==> src/hdl/sss_pkg.sv <==
// Shared types and constants for the SPI slave shift engine.
// Used by the channel interface, the register block, the pipeline and the checker.
`timescale 1ns / 1ps

package sss_pkg;

  localparam int WORD_W                = 32;
  localparam int CNT_W                 = 6;
  localparam int POS_W                 = 5;
  localparam int CFG_ADDR_W            = 5;
  localparam int CFG_DATA_W            = 32;
  localparam int DEFAULT_MAX_WORD_BITS = 32;
  localparam logic [CNT_W-1:0] RESET_WORD_BITS = 6'd8;

  typedef enum logic [2:0] {
    REG_WORD_BITS       = 3'd0,
    REG_CLOCK_IDLE_HIGH = 3'd1,
    REG_SAMPLE_TRAILING = 3'd2,
    REG_LSB_FIRST       = 3'd3,
    REG_LOOPBACK        = 3'd4
  } cfg_reg_e;

  typedef struct packed {
    logic [CNT_W-1:0] word_bits;
    logic             clock_idle_high;
    logic             sample_trailing;
    logic             lsb_first;
    logic             loopback;
  } cfg_t;

  typedef struct packed {
    logic              clk_level;
    logic              mosi_level;
    logic              select_active;
    logic [WORD_W-1:0] next_tx_word;
  } in_item_t;

  typedef struct packed {
    logic              miso_level;
    logic              word_done;
    logic              word_cut_short;
    logic [WORD_W-1:0] rx_word;
  } out_item_t;

  typedef struct packed {
    logic     valid;
    in_item_t item;
  } stage_t;

endpackage

==> src/hdl/sss_chan_if.sv <==
// Valid/ready channel carrying one payload struct per transfer.
// Payload type is given per instance, normally from sss_pkg.
`timescale 1ns / 1ps

interface sss_chan_if #(
  parameter type payload_t = sss_pkg::in_item_t
);
  logic     valid;
  logic     ready;
  payload_t payload;

  modport source (output valid, output payload, input ready);
  modport sink   (input valid, input payload, output ready);
endinterface

==> src/hdl/spi_slave_shift_engine.sv <==
// SPI slave shift engine: one pin sample in, one result out per transfer.
// An input transfer passes the input register, then the result register, before its result is valid.
// Throughput: one transfer per cycle while out_chan is not stalled by a low ready.
// Reset (synchronous, rst_n low): shift state and pipeline valids clear,
// word_bits returns to 8 and all mode bits to 0.
// Depends on sss_pkg, sss_chan_if, sss_cfg_regs, sss_in_stage and sss_bit_engine.
`timescale 1ns / 1ps

module spi_slave_shift_engine #(
  parameter int MAX_WORD_BITS = sss_pkg::DEFAULT_MAX_WORD_BITS
) (
  input  logic                           clk,
  input  logic                           rst_n,
  sss_chan_if.sink                       in_chan,
  sss_chan_if.source                     out_chan,
  input  logic                           cfg_psel,
  input  logic                           cfg_penable,
  input  logic                           cfg_pwrite,
  input  logic [sss_pkg::CFG_ADDR_W-1:0] cfg_paddr,
  input  logic [sss_pkg::CFG_DATA_W-1:0] cfg_pwdata,
  output logic [sss_pkg::CFG_DATA_W-1:0] cfg_prdata,
  output logic                           cfg_pready
);

  sss_pkg::cfg_t   cfg;
  sss_pkg::stage_t stage;
  logic            advance;

  sss_cfg_regs u_cfg_regs (
    .clk         (clk),
    .rst_n       (rst_n),
    .cfg_psel    (cfg_psel),
    .cfg_penable (cfg_penable),
    .cfg_pwrite  (cfg_pwrite),
    .cfg_paddr   (cfg_paddr),
    .cfg_pwdata  (cfg_pwdata),
    .cfg_prdata  (cfg_prdata),
    .cfg_pready  (cfg_pready),
    .cfg         (cfg)
  );

  sss_in_stage u_in_stage (
    .clk     (clk),
    .rst_n   (rst_n),
    .in_chan (in_chan),
    .advance (advance),
    .stage   (stage)
  );

  sss_bit_engine #(
    .MAX_WORD_BITS (MAX_WORD_BITS)
  ) u_bit_engine (
    .clk      (clk),
    .rst_n    (rst_n),
    .cfg      (cfg),
    .stage    (stage),
    .advance  (advance),
    .out_chan (out_chan)
  );

endmodule

==> src/hdl/sss_cfg_regs.sv <==
// APB-style configuration registers for the SPI slave shift engine.
// Depends on sss_pkg for the register map and the config struct.
`timescale 1ns / 1ps

module sss_cfg_regs (
  input  logic                             clk,
  input  logic                             rst_n,
  input  logic                             cfg_psel,
  input  logic                             cfg_penable,
  input  logic                             cfg_pwrite,
  input  logic [sss_pkg::CFG_ADDR_W-1:0]   cfg_paddr,
  input  logic [sss_pkg::CFG_DATA_W-1:0]   cfg_pwdata,
  output logic [sss_pkg::CFG_DATA_W-1:0]   cfg_prdata,
  output logic                             cfg_pready,
  output sss_pkg::cfg_t                    cfg
);

  sss_pkg::cfg_t cfg_r;
  sss_pkg::cfg_t cfg_nxt;
  logic [2:0]    reg_idx;
  logic          wr_en;

  assign cfg_pready = 1'b1;
  assign reg_idx    = cfg_paddr[sss_pkg::CFG_ADDR_W-1:2];
  assign wr_en      = cfg_psel && cfg_penable && cfg_pwrite && cfg_pready;
  assign cfg        = cfg_r;

  always_comb begin
    cfg_nxt = cfg_r;
    if (wr_en) begin
      unique case (reg_idx)
        sss_pkg::REG_WORD_BITS:       cfg_nxt.word_bits = cfg_pwdata[sss_pkg::CNT_W-1:0];
        sss_pkg::REG_CLOCK_IDLE_HIGH: cfg_nxt.clock_idle_high = cfg_pwdata[0];
        sss_pkg::REG_SAMPLE_TRAILING: cfg_nxt.sample_trailing = cfg_pwdata[0];
        sss_pkg::REG_LSB_FIRST:       cfg_nxt.lsb_first = cfg_pwdata[0];
        sss_pkg::REG_LOOPBACK:        cfg_nxt.loopback = cfg_pwdata[0];
        default:                      cfg_nxt = cfg_r;
      endcase
    end
  end

  always_comb begin
    unique case (reg_idx)
      sss_pkg::REG_WORD_BITS:
        cfg_prdata = {{(sss_pkg::CFG_DATA_W-sss_pkg::CNT_W){1'b0}}, cfg_r.word_bits};
      sss_pkg::REG_CLOCK_IDLE_HIGH:
        cfg_prdata = {{(sss_pkg::CFG_DATA_W-1){1'b0}}, cfg_r.clock_idle_high};
      sss_pkg::REG_SAMPLE_TRAILING:
        cfg_prdata = {{(sss_pkg::CFG_DATA_W-1){1'b0}}, cfg_r.sample_trailing};
      sss_pkg::REG_LSB_FIRST:
        cfg_prdata = {{(sss_pkg::CFG_DATA_W-1){1'b0}}, cfg_r.lsb_first};
      sss_pkg::REG_LOOPBACK:
        cfg_prdata = {{(sss_pkg::CFG_DATA_W-1){1'b0}}, cfg_r.loopback};
      default:
        cfg_prdata = '0;
    endcase
  end

  always_ff @(posedge clk) begin
    if (!rst_n) begin
      cfg_r.word_bits       <= sss_pkg::RESET_WORD_BITS;
      cfg_r.clock_idle_high <= 1'b0;
      cfg_r.sample_trailing <= 1'b0;
      cfg_r.lsb_first       <= 1'b0;
      cfg_r.loopback        <= 1'b0;
    end else begin
      cfg_r <= cfg_nxt;
    end
  end

endmodule

==> src/hdl/sss_in_stage.sv <==
// Input register stage: captures one pin sample per transfer.
// Depends on sss_pkg and sss_chan_if; stalls on the downstream advance signal.
`timescale 1ns / 1ps

module sss_in_stage (
  input  logic              clk,
  input  logic              rst_n,
  sss_chan_if.sink          in_chan,
  input  logic              advance,
  output sss_pkg::stage_t   stage
);

  logic              valid_r;
  logic              valid_nxt;
  sss_pkg::in_item_t item_r;
  logic              take;

  assign in_chan.ready = !valid_r || advance;
  assign take          = in_chan.valid && in_chan.ready;
  assign valid_nxt     = in_chan.ready ? in_chan.valid : valid_r;

  assign stage.valid = valid_r;
  assign stage.item  = item_r;

  always_ff @(posedge clk) begin
    if (!rst_n) begin
      valid_r <= 1'b0;
    end else begin
      valid_r <= valid_nxt;
    end
  end

  always_ff @(posedge clk) begin
    if (take) begin
      item_r <= in_chan.payload;
    end
  end

endmodule

==> src/hdl/sss_bit_engine.sv <==
// Bit engine: shift state update and result register for one pin sample.
// Depends on sss_pkg and sss_chan_if; fed by sss_in_stage, configured by sss_cfg_regs.
`timescale 1ns / 1ps

module sss_bit_engine #(
  parameter int MAX_WORD_BITS = sss_pkg::DEFAULT_MAX_WORD_BITS
) (
  input  logic             clk,
  input  logic             rst_n,
  input  sss_pkg::cfg_t    cfg,
  input  sss_pkg::stage_t  stage,
  output logic             advance,
  sss_chan_if.source       out_chan
);

  localparam logic [sss_pkg::CNT_W-1:0] MAX_BITS = sss_pkg::CNT_W'(MAX_WORD_BITS);

  logic [sss_pkg::CNT_W-1:0]  bit_count_r, bit_count_nxt;
  logic [sss_pkg::WORD_W-1:0] rx_shift_r, rx_shift_nxt;
  logic [sss_pkg::WORD_W-1:0] tx_hold_r, tx_hold_nxt;
  logic                       after_leading_r, after_leading_nxt;
  logic                       word_open_r, word_open_nxt;
  logic                       out_valid_r;
  sss_pkg::out_item_t         out_item_r, out_item_nxt;
  logic [sss_pkg::CNT_W-1:0]  eff_bits;
  logic                       fire;

  function automatic logic [sss_pkg::POS_W-1:0] bit_pos(
    input logic [sss_pkg::CNT_W-1:0] count,
    input logic [sss_pkg::CNT_W-1:0] bits,
    input logic                      lsb
  );
    logic [sss_pkg::CNT_W-1:0] msb_pos;
    msb_pos = bits - 6'd1 - count;
    return lsb ? count[sss_pkg::POS_W-1:0] : msb_pos[sss_pkg::POS_W-1:0];
  endfunction

  assign advance        = !out_valid_r || out_chan.ready;
  assign fire           = stage.valid && advance;
  assign out_chan.valid = out_valid_r;
  assign out_chan.payload = out_item_r;

  always_comb begin
    if (cfg.word_bits == '0) begin
      eff_bits = 6'd1;
    end else if (cfg.word_bits > MAX_BITS) begin
      eff_bits = MAX_BITS;
    end else begin
      eff_bits = cfg.word_bits;
    end
  end

  always_comb begin
    logic [sss_pkg::POS_W-1:0] pos;
    logic                      idle_lvl;
    pos               = '0;
    idle_lvl          = cfg.clock_idle_high;
    bit_count_nxt     = bit_count_r;
    rx_shift_nxt      = rx_shift_r;
    tx_hold_nxt       = tx_hold_r;
    after_leading_nxt = after_leading_r;
    word_open_nxt     = word_open_r;
    out_item_nxt      = '0;
    if (!stage.item.select_active) begin
      if (word_open_r && (bit_count_r != '0 || after_leading_r)) begin
        out_item_nxt.word_done      = 1'b1;
        out_item_nxt.word_cut_short = 1'b1;
        out_item_nxt.rx_word        = rx_shift_r;
      end
      rx_shift_nxt      = '0;
      bit_count_nxt     = '0;
      after_leading_nxt = 1'b0;
      word_open_nxt     = 1'b0;
    end else begin
      if (!word_open_r) begin
        tx_hold_nxt       = stage.item.next_tx_word;
        rx_shift_nxt      = '0;
        bit_count_nxt     = '0;
        after_leading_nxt = 1'b0;
        word_open_nxt     = 1'b1;
      end
      pos = bit_pos(bit_count_nxt, eff_bits, cfg.lsb_first);
      if (!after_leading_nxt) begin
        if (stage.item.clk_level != idle_lvl) begin
          after_leading_nxt = 1'b1;
          if (!cfg.loopback && !cfg.sample_trailing) begin
            rx_shift_nxt[pos] = rx_shift_nxt[pos] | stage.item.mosi_level;
          end
        end
      end else if (stage.item.clk_level == idle_lvl) begin
        if (cfg.loopback) begin
          rx_shift_nxt[pos] = rx_shift_nxt[pos] | tx_hold_nxt[pos];
        end else if (cfg.sample_trailing) begin
          rx_shift_nxt[pos] = rx_shift_nxt[pos] | stage.item.mosi_level;
        end
        after_leading_nxt = 1'b0;
        bit_count_nxt     = bit_count_nxt + 6'd1;
        if (bit_count_nxt >= eff_bits) begin
          out_item_nxt.word_done = 1'b1;
          out_item_nxt.rx_word   = rx_shift_nxt;
          tx_hold_nxt            = stage.item.next_tx_word;
          rx_shift_nxt           = '0;
          bit_count_nxt          = '0;
          after_leading_nxt      = 1'b0;
          word_open_nxt          = 1'b1;
        end
      end
      out_item_nxt.miso_level =
        tx_hold_nxt[bit_pos(bit_count_nxt, eff_bits, cfg.lsb_first)];
    end
  end

  always_ff @(posedge clk) begin
    if (!rst_n) begin
      bit_count_r     <= '0;
      rx_shift_r      <= '0;
      tx_hold_r       <= '0;
      after_leading_r <= 1'b0;
      word_open_r     <= 1'b0;
      out_valid_r     <= 1'b0;
    end else begin
      if (fire) begin
        bit_count_r     <= bit_count_nxt;
        rx_shift_r      <= rx_shift_nxt;
        tx_hold_r       <= tx_hold_nxt;
        after_leading_r <= after_leading_nxt;
        word_open_r     <= word_open_nxt;
      end
      if (advance) begin
        out_valid_r <= stage.valid;
      end
    end
  end

  always_ff @(posedge clk) begin
    if (fire) begin
      out_item_r <= out_item_nxt;
    end
  end

endmodule

==> src/flat_wrapper.sv <==
// flat-port wrapper written by rule: the top's interface ports become plain ports
module spi_slave_shift_engine_flat import sss_pkg::*;
#(
  parameter int MAX_WORD_BITS = sss_pkg::DEFAULT_MAX_WORD_BITS
)
  (clk, rst_n, cfg_psel, cfg_penable, cfg_pwrite, cfg_paddr, cfg_pwdata, cfg_prdata, cfg_pready, in_chan_valid, in_chan_payload, in_chan_ready, out_chan_valid, out_chan_payload, out_chan_ready);
  sss_chan_if #(.payload_t(in_item_t)) in_chan_i ();
  sss_chan_if #(.payload_t(out_item_t)) out_chan_i ();
  input  logic clk;
  input  logic rst_n;
  input  logic cfg_psel;
  input  logic cfg_penable;
  input  logic cfg_pwrite;
  input  logic [sss_pkg::CFG_ADDR_W-1:0] cfg_paddr;
  input  logic [sss_pkg::CFG_DATA_W-1:0] cfg_pwdata;
  output logic [sss_pkg::CFG_DATA_W-1:0] cfg_prdata;
  output logic cfg_pready;
  input wire logic [$bits(in_chan_i.valid)-1:0] in_chan_valid;
  input wire logic [$bits(in_chan_i.payload)-1:0] in_chan_payload;
  output wire logic [$bits(in_chan_i.ready)-1:0] in_chan_ready;
  output wire logic [$bits(out_chan_i.valid)-1:0] out_chan_valid;
  output wire logic [$bits(out_chan_i.payload)-1:0] out_chan_payload;
  input wire logic [$bits(out_chan_i.ready)-1:0] out_chan_ready;
  assign in_chan_i.valid = in_chan_valid;
  assign in_chan_i.payload = in_chan_payload;
  assign in_chan_ready = in_chan_i.ready;
  assign out_chan_valid = out_chan_i.valid;
  assign out_chan_payload = out_chan_i.payload;
  assign out_chan_i.ready = out_chan_ready;
  spi_slave_shift_engine #(.MAX_WORD_BITS(MAX_WORD_BITS)) u_core (.clk(clk), .rst_n(rst_n), .in_chan(in_chan_i), .out_chan(out_chan_i), .cfg_psel(cfg_psel), .cfg_penable(cfg_penable), .cfg_pwrite(cfg_pwrite), .cfg_paddr(cfg_paddr), .cfg_pwdata(cfg_pwdata), .cfg_prdata(cfg_prdata), .cfg_pready(cfg_pready));
endmodule
==> config.mk <==
export PLATFORM = sky130hd
export DESIGN_NAME = spi_slave_shift_engine_flat
export DESIGN_NICKNAME = d
export VERILOG_FILES = /design/src/hdl/sss_pkg.sv /design/src/hdl/sss_chan_if.sv /design/src/hdl/spi_slave_shift_engine.sv /design/src/hdl/sss_cfg_regs.sv /design/src/hdl/sss_in_stage.sv /design/src/hdl/sss_bit_engine.sv /design/src/flat_wrapper.sv
export SDC_FILE = /design/constraint.sdc
export NUM_CORES = 1
export LEC_CHECK = 0
export CORE_UTILIZATION = 55
export CTS_BUF_LIST = sky130_fd_sc_hd__clkbuf_8
export DETAILED_ROUTE_END_ITERATION = 16
export DONT_BUFFER_PORTS = 1
export PLACE_DENSITY = 0.72
export SLEW_MARGIN = 20
export SYNTH_ARGS = -nofsm -noshare
export SYNTH_HDL_FRONTEND = slang
export SYNTH_SLANG_ARGS = --single-unit
export TNS_END_PERCENT = 50
==> constraint.sdc <==
create_clock -name clk -period 5.1 [get_ports clk]
set_input_delay 1.02 -clock clk [delete_from_list [all_inputs] [get_ports clk]]
set_output_delay 1.02 -clock clk [all_outputs]
set_load 0.05 [all_outputs]
== Yosys cells after proc, flatten, opt, wreduce, memory -nomap -nowiden ==
Cells that the tools add are included.
Storage, ports and cells
  flip-flop bits (word level): 154
  input bits: 79
Operators by class
  bitwise operators: 2
  multiplexer cells: 54
  $lt $le $gt $ge: 5
  $add $sub $neg: 4
  equality and inequality tests: 6
  reduce and logical (&&, ||, !) cells: 23
Operators by type and width (number)
  two-way mux 32 bit: 20
  bitwise mux 32 bit: 2
  two-way mux 6 bit: 9
  two-way mux 34 bit: 1
  one-hot mux 6 bit (5 select lines): 1
  binary-select mux 1 bit (select 5 bit): 3
  two-way mux 1 bit: 15
  < comparator 5 x 6 -> 1 bit (second input constant): 2
  AND reduction 2 bit: 6
  two-way mux 5 bit: 2
  subtractor 5 bit: 2
  logical AND 1 bit: 7
  adder 6 x 1 -> 6 bit (second input constant): 1
  == test 3 x 2 -> 1 bit (second input constant): 2
  greater-or-equal comparator 6 bit: 1
  greater-than comparator 6 bit (second input constant): 1
  zero test 6 bit: 1
  nonzero test 6 bit: 1
  demux 1 bit (select 5 bit): 1
  greater-or-equal comparator 5 x 1 -> 1 bit (second input constant): 1
  subtractor 5 x 1 -> 5 bit (second input constant): 1
  zero test 1 bit: 4
  == test 3 x 1 -> 1 bit (second input constant): 1
  == test 3 bit (second input constant): 1
  other kinds (5): 8

== Longest topological paths before layout ==
  depth after elaboration: 17
  gate-level depth with buffers: 25

== Modules after synthesis ==
Synthesis repeated with hierarchy kept, for this count alone.
Second synthesis, totals
  cell total of the unflattened synthesis: 1239
  area total of the unflattened synthesis: 10441.3 um^2
Modules (own cells, without submodules)
  sss_bit_engine: area an instance 8579.5 um^2, cells an instance 1110, sequential area each 2512.4 um^2, times used 1
  sss_in_stage: area an instance 1116.1 um^2, cells an instance 41, sequential area each 1071.0 um^2, times used 1
  sss_cfg_regs: area an instance 745.7 um^2, cells an instance 88, sequential area each 200.2 um^2, times used 1

== Least setup slack after synthesis ==
No wires, ideal clock.
  kind: reg-to-reg
  from: register u_core.u_bit_engine.word_open_r
  to: register u_core.u_bit_engine.out_item_r (netlist bit u_core.u_bit_engine.out_chan.payload[34]) (data pin)
  arrival: 5.025 ns
  data required time: 4.827 ns
  cell stages (with the launch flop): 24
  library setup time: 0.273 ns
  path buffers: 8
  setup slack: -0.198 ns
  path through: dfxtp_1 -> buf_4 -> buf_2 -> buf_6 -> clkbuf_8 -> clkbuf_1 -> clkbuf_1 -> clkbuf_1 -> nand2_1 -> xnor2_1 -> ha_1 -> o2111ai_1 -> o21a_1 -> nand2_1 -> o21ai_0 -> ha_1 -> fa_1 -> o2bb2ai_1 -> buf_2 -> mux2_2 -> o2111ai_1 -> o21ai_0 -> o41ai_1 -> a221oi_1
Between the ends
  longest elaborated chain between the ends: 12
  elaborated cells on any way between the ends: 20
  classes of those cells: 2 x add/sub; 1 x order compare; 17 x mux
Ends and longest elaborated chain
  start, declared: RTL line sss_bit_engine.sv:22  | logic word_open_r, word_open_nxt;
  start signal, assigned: RTL line sss_bit_engine.sv:127  | word_open_r <= word_open_nxt;
  two-way mux 6 bit: RTL line sss_bit_engine.sv:75  | if (!word_open_r) begin
  two-way mux 6 bit: RTL line sss_bit_engine.sv:64  | if (!stage.item.select_active) begin
  adder 6 x 1 -> 6 bit: RTL line sss_bit_engine.sv:97  | bit_count_nxt = bit_count_nxt + 6'd1;
  greater-or-equal comparator 6 bit: RTL line sss_bit_engine.sv:98  | if (bit_count_nxt >= eff_bits) begin
  two-way mux 6 bit: RTL line sss_bit_engine.sv:98
  two-way mux 6 bit: RTL line sss_bit_engine.sv:90  | end else if (stage.item.clk_level == idle_lvl) begin
  two-way mux 6 bit: RTL line sss_bit_engine.sv:83  | if (!after_leading_nxt) begin
  two-way mux 6 bit: RTL line sss_bit_engine.sv:64
  subtractor 5 bit: RTL line sss_bit_engine.sv:34  | msb_pos = bits - 6'd1 - count;
  two-way mux 5 bit: RTL line sss_bit_engine.sv:35  | return lsb ? count[sss_pkg::POS_W-1:0] : msb_pos[sss_pkg::POS_W-1:0];
  binary-select mux 1 bit (select 5 bit) *: RTL line sss_bit_engine.sv:109  | tx_hold_nxt[bit_pos(bit_count_nxt, eff_bits, cfg.lsb_first)];
  two-way mux 1 bit (implied by the code) *: RTL line sss_bit_engine.sv:109
  end signal, assigned: RTL line sss_bit_engine.sv:137  | out_item_r <= out_item_nxt;
  end, declared: RTL line sss_bit_engine.sv:24  | sss_pkg::out_item_t out_item_r, out_item_nxt;
Every way passes the cells marked *; elsewhere a longest branch is shown, timed or not. The select of a mux whose other input is x is not followed.
A chain may end at the register's enable or synchronous reset.

==> results.sh <==
export IMPL_synth_commonest_cells="186 x nand2_1, 107 x a21oi_1, 93 x nor2_1, 84 x dfxtp_1, 81 x mux2i_1"
export IMPL_ys_types=90
export IMPL_cts_root_buf="clkbuf_8"
export IMPL_tightest_slew_ns=1.04
export IMPL_synth_edf_count=70
export IMPL_outcome="completed"
export IMPL_ys_seq_area_share_pct=36.1
export IMPL_routabilityCongestion=0.982
export IMPL_wirelength_um=30800
export IMPL_viasPerCell=6.78
export IMPL_synth_top_area_share_pct=20.0
export IMPL_synth_most_common_cell="nand2_1"
export IMPL_crit_arrival_ns=5.14
export IMPL_firstDrtPassIters=6
export IMPL_multi_input_area_mm2=0.00615
export IMPL_die_w_um=140
export IMPL_yosys_warnings=0
export IMPL_rr_worst_depth=16
export IMPL_hold_depth=2
export IMPL_synth_area_leader_cell="edfxtp_1"
export IMPL_fin_crit_sh_pct=95.2
export IMPL_setup_ws_ns=0.246
export IMPL_rsz0062_at_grt="no"
export IMPL_ir_drop_v=0.000231
export IMPL_portBuffers=0
export IMPL_tns_ns=0
export IMPL_grt_start_max_net_pins=60
export IMPL_critPathLaunchType="flip-flop"
export IMPL_clock_skew_ns=0.0207
export IMPL_cts_max_path_buffers=2
export IMPL_leakage_nw=3.76
export IMPL_seq_area_mm2=0.00379
export IMPL_syn_avg_cell_area_um2=8.47
export IMPL_reg2reg_from="u_core.u_cfg_regs.cfg[6]$_SDFFE_PN0P_"
export IMPL_finalPower_mw=2.70
export IMPL_reg2reg_slack_ns=0.25
export IMPL_cts_buffers=17
export IMPL_vias=9925
export IMPL_critical_path_class="flip-flop to flip-flop"
export IMPL_postCtsHoldBufs=0
export IMPL_final_util_pct=59.4
export IMPL_setup_viol=0
export IMPL_dp_hpwl_um=20700
export IMPL_clock_fmax_mhz=206
export IMPL_ys_ff_latch=154
export IMPL_fp_dieArea_mm2=0.0196
export IMPL_wire_per_inst_um=21.0
export IMPL_grt_pass1_vias=9007
export IMPL_async_flop_share_pct=0
export IMPL_fin_area_mm2=0.0111
export IMPL_grtUsageTotal_pct=31.6
export IMPL_syn_inst=1238
export IMPL_clkLatencyLatePin_ns=0.49
export IMPL_place_area_mm2=0.0106
export IMPL_synth_area_leaders="edfxtp_1 20%, dfxtp_1 16%, mux2i_1 7.7%"
export IMPL_grt_pass1_wl_um=48600
export IMPL_dp_slack_ns=0.0375
export IMPL_syn2layout_area_growth_pct=5.92
export IMPL_hold_viol=0
export IMPL_cp_startpoint="u_core.u_cfg_regs.cfg[6]$_SDFFE_PN0P_"
export IMPL_tritoncts="built"
export IMPL_drive_gt1_share_pct=11.0
export IMPL_syn_area_mm2=0.0105
export IMPL_row_count=50
export IMPL_cellPowerDensity_mw_per_mm2=243
export IMPL_post_route_min_period_ns=4.85
export IMPL_path_max_fanout=12
export IMPL_clock_sinks=154
export IMPL_initial_core_util_pct=56.1
export IMPL_antenna_found_initial=0
export IMPL_final_nets=1313
export IMPL_io_pins=149
export IMPL_die_y_um=140
export IMPL_required_ns=5.38
export IMPL_initialDrtViolationCount=1147
export IMPL_clk_pin_slew_worst_paths_ns=0.09
export IMPL_core_area_mm2=0.0187
export IMPL_route_detailed_drc=0
export IMPL_n_antenna_cell=0
export IMPL_ys_flop_type="dfxtp_1"
export IMPL_fillerInstances=1644
export IMPL_crit_end="u_core.u_bit_engine.out_chan.payload[11]$_DFFE_PP_"
export IMPL_drv_cap=0
export IMPL_rr_endpoint="u_core.u_bit_engine.out_chan.payload[11]$_DFFE_PP_"
export IMPL_ant_nets=0
export IMPL_max_slew_margin_pct=31.4
export IMPL_worst_hold_path_type="flip-flop to flip-flop"
export IMPL_slew_viol_final=0
export IMPL_htreeDepth=4
export IMPL_critPathCaptureType="flip-flop"
export IMPL_grt_overflow=0
[report_power, final]
| part | internal, mW | switching, mW | leakage [nW] | total [mW] |
|---|---|---|---|---|
| Sequential | 1.33 | 0.0659 | 1.36 | 1.40 |
| Combinational | 0.0924 | 0.244 | 2.19 | 0.337 |
| Clock | 0.414 | 0.552 | 0.206 | 0.966 |
| Total | 1.84 | 0.862 | 3.76 | 2.70 |
[flip-flops by register name (all words and copies together) (netlist names), 6 cells and up]
register,count
u_core.u_bit_engine.bit_count_r,6
u_core.u_bit_engine.out_chan.payload,35
u_core.u_bit_engine.rx_shift_r,32
u_core.u_bit_engine.tx_hold_r,32
u_core.u_cfg_regs.cfg,10
u_core.u_in_stage.stage,35
[logic make-up (layout without fill, tap and decap cells)]
group           count (synthesis)  in the layout  share of synthesized area [%]
compound gates                426            426                           27.4
simple gates                  401            401                           17.2
flops                         154            154                           36.1
buf+inv                       135            102                           6.96
mux                            90             90                           8.81
fa+ha+maj                      17             17                           2.17
xor+xnor                       13             13                           1.24
other cells                     2             27                         0.0716
[timing repair]
action | CTS | global route
buffers inserted | 0 | 0
setup endpoints to repair | 0 | 37
gates resized for setup | 0 | 17
[metal layers]
layer | up-vias | share of wire [%] | wire, µm | GRT usage, %
met5 | - | 0 | 0 | 0
met4 | 0 | 4.0 | 1240 | 17.4
met3 | 98 | 9.4 | 2880 | 6.60
met2 | 595 | 46 | 14100 | 49.9
met1 | 4649 | 41 | 12500 | 40.6
li1 | 4583 | - | - | -
[final cells by class]
type,instances,area share (%)
multi-input cells,974,55.4
flip-flops and latches,154,34.1
repair buffers,49,3.46
well taps,234,2.64
clock buffers,17,2.11
clock inverters,15,1.58
inverters,21,0.710
[how the worst min path moves through the flow]
stage / startpoint / end / slack [ns]
finish: u_core.u_bit_engine.tx_hold_r[3]$_SDFFE_PN0P_ / u_core.u_bit_engine.tx_hold_r[3]$_SDFFE_PN0P_ / 0.47
global route: u_core.u_bit_engine.tx_hold_r[13]$_SDFFE_PN0P_ / u_core.u_bit_engine.tx_hold_r[13]$_SDFFE_PN0P_ / 0.50
CTS: u_core.u_bit_engine.tx_hold_r[9]$_SDFFE_PN0P_ / u_core.u_bit_engine.tx_hold_r[9]$_SDFFE_PN0P_ / 0.47
detailed placement: u_core.u_bit_engine.tx_hold_r[9]$_SDFFE_PN0P_ / u_core.u_bit_engine.tx_hold_r[9]$_SDFFE_PN0P_ / 0.46
global placement: u_core.u_bit_engine.tx_hold_r[5]$_SDFFE_PN0P_ / u_core.u_bit_engine.tx_hold_r[5]$_SDFFE_PN0P_ / 0.45
floorplan: u_core.u_bit_engine.tx_hold_r[11]$_SDFFE_PN0P_ / u_core.u_bit_engine.tx_hold_r[11]$_SDFFE_PN0P_ / 0.45
[placed cells by master (no fill, tap or decap), types with 6 or more instances in the layout]
cell type,netlist,layout
mux2i_1,81,81
a22o_1,18,18
o21ai_0,77,76
o211ai_1,7,7
a221oi_1,9,9
inv_1,19,18
nand2_1,186,182
o22ai_1,38,38
edfxtp_1,70,70
nor4_1,11,10
o31ai_1,30,30
a21oi_1,107,107
mux2_2,8,8
a31oi_1,13,13
and2_1,13,13
dfxtp_1,84,81
buf_4,29,47
nand3_1,24,24
a41oi_1,8,8
a32oi_1,7,7
a21o_1,12,12
a22oi_1,11,11
nor3_1,15,15
conb_1,2,27
nor2_1,93,93
ha_1,15,15
clkbuf_8,5,17
nand4_1,14,14
a211oi_1,12,12
xnor2_1,6,6
o221ai_1,12,12
o21a_1,9,9
[critical path, stage by stage (launching register included)]
cell and delay, ns:
dfxtp_1 0.36, nor4_1 0.28, nor2_1 0.06, nor2_1 0.22
inv_1 0.09, ha_1 0.37, fa_1 0.57, nor3b_1 0.35
or2_4 0.29, a22oi_1 0.10, a21boi_0 0.32, a2bb2oi_1 0.32
a22oi_4 0.18, nand3_1 0.20, and2_1 0.30, nand2_2 0.23
o31ai_1 0.39
[stage by stage]
stage	instances	hold WS (ns)
after floorplan	1263	0.445
after global placement	1432	0.455
after detailed placement	1432	0.463
after CTS	1464	0.474
after global routing	1464	0.496
final	1464	0.472
(Power assumes the default switching activity.)
